===== config.mk =====
export PLATFORM = sky130hd
export DESIGN_NAME = rscpu_ram
export DESIGN_NICKNAME = d
export VERILOG_FILES = /design/src/sv/rscpu_ram.sv
export SDC_FILE = /design/constraint.sdc
export NUM_CORES = 1
export LEC_CHECK = 0
export ABC_CLOCK_PERIOD_IN_PS = 4100
export BUFFER_PORTS_ARGS = -buffer_cell sky130_fd_sc_hd__buf_2
export CAP_MARGIN = 25
export CORE_UTILIZATION = 29
export DETAILED_ROUTE_END_ITERATION = 10
export PLACE_DENSITY = 0.46
export SLEW_MARGIN = 5
export SYNTH_ARGS = -nofsm -noshare
export SYNTH_HDL_FRONTEND = slang
export SYNTH_SLANG_ARGS = --single-unit

===== constraint.sdc =====
create_clock -name i_clk -period 4.1 [get_ports i_clk]
set_input_delay 0.41 -clock i_clk [delete_from_list [all_inputs] [get_ports i_clk]]
set_output_delay 0.41 -clock i_clk [all_outputs]
set_load 0.02 [all_outputs]

===== src/sv/rscpu_ram.sv =====
`timescale 1ns / 1ps

module rscpu_ram #(
    parameter int WIDTH = 32,
    parameter int DEPTH = 16
) (
    input  logic                     i_clk,
    input  logic                     i_we,
    input  logic [$clog2(DEPTH)-1:0] i_waddr,
    input  logic [WIDTH-1:0]         i_wdata,
    input  logic                     i_re,
    input  logic [$clog2(DEPTH)-1:0] i_raddr,
    output logic [WIDTH-1:0]         o_rdata
);
    logic [WIDTH-1:0] mem [DEPTH];

    always_ff @(posedge i_clk) begin
        if (i_we) begin
            mem[i_waddr] <= i_wdata;
        end
        if (i_re) begin
            o_rdata <= mem[i_raddr];
        end
    end
endmodule


==> summary.md <==
| Metric | Value |
|---|---|
| Run status | `finished clean` |
| Post-route antenna net violation count | `0` |
| Worst path arrival time | `2210 ps` |
| Pin count of the biggest net entering global routing | `60` |
| Number of rows in the core area | `96` |
| Number of cells on the worst hold path | `1` |
| Final #Nets | `1004` |
| CTS Buf Count | `57` |
| Fin Setup TNS | `0 ps` |
| Fraction of layout instances using a drive strength above 1 | `between 30% and 40%` |
| Top library cells by usage in the layout, fill and taps aside | `sky130_fd_sc_hd__edfxtp_1 (544), sky130_fd_sc_hd__mux4_2 (128), sky130_fd_sc_hd__buf_2 (72)` |
| Capturing element type of the critical path | `flip-flop` |
| Gate Count Post-Synth | `838` |
| Slew at the pin closest to its max-slew limit | `between 900 and 1000 ps` |
| Fraction of post-synthesis cell area in the top cell type by area | `about four fifths` |
| Final period demand of the worst path | `between 1500 and 2000 ps` |
| Final Total Pwr | `0.0118 W` |
| Clock latency on the worst-skew pair | `roughly 600 ps` |
| Launch point of the worst reg-to-reg path | `mem[0][31]$_DFFE_PP_` |
| Least setup slack across all paths after layout | `approximately 2200 ps` |
| Synthesized cell area | `~20000 um2` |
| Initial antenna violation count | `5` |
| Pre-CTS setup slack | `roughly 1600 ps` |
| Fraction of the mapped netlist area in adder cells | `0%` |
| Total count of hold-check failures in the final report | `0` |
| Max-cap check violation count | `0` |
| LEAKAGE | `7.42 nW` |
| XOR/XNOR Fraction of Synth Area | `0%` |
| Detailed-routing iteration count for the pre-antenna-repair pass | `4` |
| Syn-to-layout area delta | `17.5%` |
| Dpl cell area | `around 22000 um2` |
| Detail Placement HPWL | `between 20000 and 30000 um` |
| Total length of routed wires | `47000 um` |
| Remaining design rule violation count | `0` |
| Crit Path Class | `input pin to flip-flop` |
| TritonCTS clock tree | `done` |
| Die area | `slightly above 70000 um2` |
| Worst-path clk slew | `about 60 ps` |
| Yosys warns | `0` |
| Design area | `about 24000 um2` |
| Destination of the worst register-to-register timing path | `o_rdata[31]$_DFFE_PP_` |
| Unrepaired setup endpoints after global routing | `no` |
| Placeable core region | `around 69000 um2` |
| Setup-violating endpoint count in the final report | `0` |
| Fraction of the yosys area taken by sequential cells | `between 80% and 90%` |
| Min-Delay Startpoint | `i_wdata[11]` |
| Synth area leader | `sky130_fd_sc_hd__edfxtp_1` |
| Share of cell area taken by muxes after synthesis | `between 10% and 20%` |
| CP max FO | `48` |
| Most frequent standard cell in the layout excluding fill and tap cells | `sky130_fd_sc_hd__edfxtp_1` |
| Count of buffers from port buffering | `between 70 and 80` |
| Dominant combinational cell family by area after synthesis | `multiplexers` |
| Global-route wire length before repair | `68800 um` |
| Horizontal die dimension | `266 um` |
| Clock Sink Count | `544` |
| Final period utilization | `approximately 46%` |
| Number of vias in the routed layout | `around 9000` |
| F_max | `~0.54 GHz` |
| FF+latch count, synth | `roughly 540` |
| Vias per std cell | `4.74` |
| Share of the synthesized area in compound gates (AO/OA/AOI/OAI) | `2.38%` |
| Setup slack of the most critical reg-to-reg path | `roughly 2500 ps` |
| Routability Congestion | `a little under 0.7` |
| Number of instances resized during post-cts repair | `0` |
| Length in cells of the worst reg-to-reg path | `3` |
| Simple logic cell fraction of the synthesized area | `~1.3%` |
| Die Ht | `between 200 and 300 um` |
| IO Pins | `75` |
| Initial Util | `~29%` |
| Element type at the critical path start | `input pin` |
| Utilization after layout | `between 30% and 40%` |
| Max Transition Viols Final | `0` |
| VDD IR max | `0.285 mV` |
| Data required, critical path | `4440 ps` |
| Cts-stage hold buffer count | `0` |
| Total area of multi-input combinational cells | `roughly 3700 um2` |
| Number of global-route vias before repair | `9740` |
| Netlist cell types | `17` |
| Residual overflow from global routing | `0` |
| Number of buffers added for setup after CTS | `0` |
| Total global-route track usage | `between 10% and 20%` |
| Hold Path End | `mem[12][11]$_DFFE_PP_` |
| Per-cell routed wire length | `24.3 um` |
| Class of the tightest hold or removal check | `input pin to flip-flop` |
| Area contributors post-synth | `sky130_fd_sc_hd__edfxtp_1 (81%), sky130_fd_sc_hd__mux4_2 (14%), sky130_fd_sc_hd__a22oi_1 (2.4%)` |
| Area used by sequential logic in the layout | `16300 um2` |
| Clock Tree Root | `sky130_fd_sc_hd__clkbuf_16` |
| Synthesized area per cell | `24.1 um2` |
| Nets in the synthesized netlist | `slightly below 900` |
| First-iteration detailed-routing DRC count | `roughly 700` |
| # fillers | `6472` |
| Power density over the cells | `497 nW/um2` |
| Post-Route Skew | `approximately 8.3 ps` |
| Depth of the CTS H-tree | `2` |
| Slew margin rel. | `a little over a third` |
| Number of buffers on the longest clock path | `3` |
[synth_stat cells]
library cell and instances:
sky130_fd_sc_hd__nand2b_1 2, sky130_fd_sc_hd__or3b_2 1, sky130_fd_sc_hd__nor2_1 13, sky130_fd_sc_hd__mux4_2 128, sky130_fd_sc_hd__nand2_1 33, sky130_fd_sc_hd__and2_1 1, sky130_fd_sc_hd__nand3b_1 2, sky130_fd_sc_hd__a22oi_1 64
sky130_fd_sc_hd__clkbuf_1 17, sky130_fd_sc_hd__buf_4 11, sky130_fd_sc_hd__edfxtp_1 544, sky130_fd_sc_hd__buf_2 4, sky130_fd_sc_hd__nor3_1 4, sky130_fd_sc_hd__nand3_1 1, sky130_fd_sc_hd__buf_1 9, sky130_fd_sc_hd__buf_6 2
sky130_fd_sc_hd__nor2b_1 2
[cell type report]
cell class	instances	area share [%]
diodes	1	0.0106
clock buffers	69	6.21
clock inverters	35	1.22
multi-input cells	251	15.8
flip-flops and latches	544	68.9
well taps	931	4.92
repair buffers	107	2.88
[metal layers]
metal / vias up / GRT usage, % / part of all wire (%)
li1: 3863 / - / -
met1: 5067 / 19.9 / 48
met2: 174 / 20.6 / 46
met3: 70 / 2.60 / 3.7
met4: 4 / 3.25 / 1.7
met5: - / 0 / 0.055
[critical path, stage by stage]
cell	delay [ps]
sky130_fd_sc_hd__clkbuf_8	500
sky130_fd_sc_hd__buf_12	300
sky130_fd_sc_hd__mux4_2	530
sky130_fd_sc_hd__a22oi_1	290
sky130_fd_sc_hd__nand2_1	80
[sequential cells by signal, indices dropped and copies added, names as in the netlist]
| register | count |
|---|---|
| o_rdata | 32 |
| mem | 512 |
[stage by stage]
stage	cells	hold WS [ps]
detailed placement	1833	736
CTS	1937	148
floorplan	838	509
global route	1938	166
global placement	1833	735
finish	1938	186
[worst max-delay path by stage]
stage                           from               endpoint  depth (start not counted)
after global placement    i_raddr[0]  o_rdata[26]$_DFFE_PP_                          5
final                     i_raddr[0]  o_rdata[26]$_DFFE_PP_                          5
after floorplan           i_waddr[2]    mem[0][0]$_DFFE_PP_                          2
after detailed placement  i_raddr[0]  o_rdata[26]$_DFFE_PP_                          5
after global routing      i_raddr[0]  o_rdata[16]$_DFFE_PP_                          5
after CTS                 i_raddr[0]  o_rdata[26]$_DFFE_PP_                          5
[power breakdown]
part | internal (W) | switching [W] | total (W)
clock network | 0.00280 | 0.00209 | 0.00489
registers | 0.00627 | 0.0000387 | 0.00631
logic | 0.000222 | 0.000361 | 0.000583
total | 0.00929 | 0.00249 | 0.0118
[cells by family after synthesis]
family	after synthesis
simple gates	59
compound gates	64
mux	128
buf+inv	43
flops	544
Note: power is estimated with default switching activity, not from simulation.
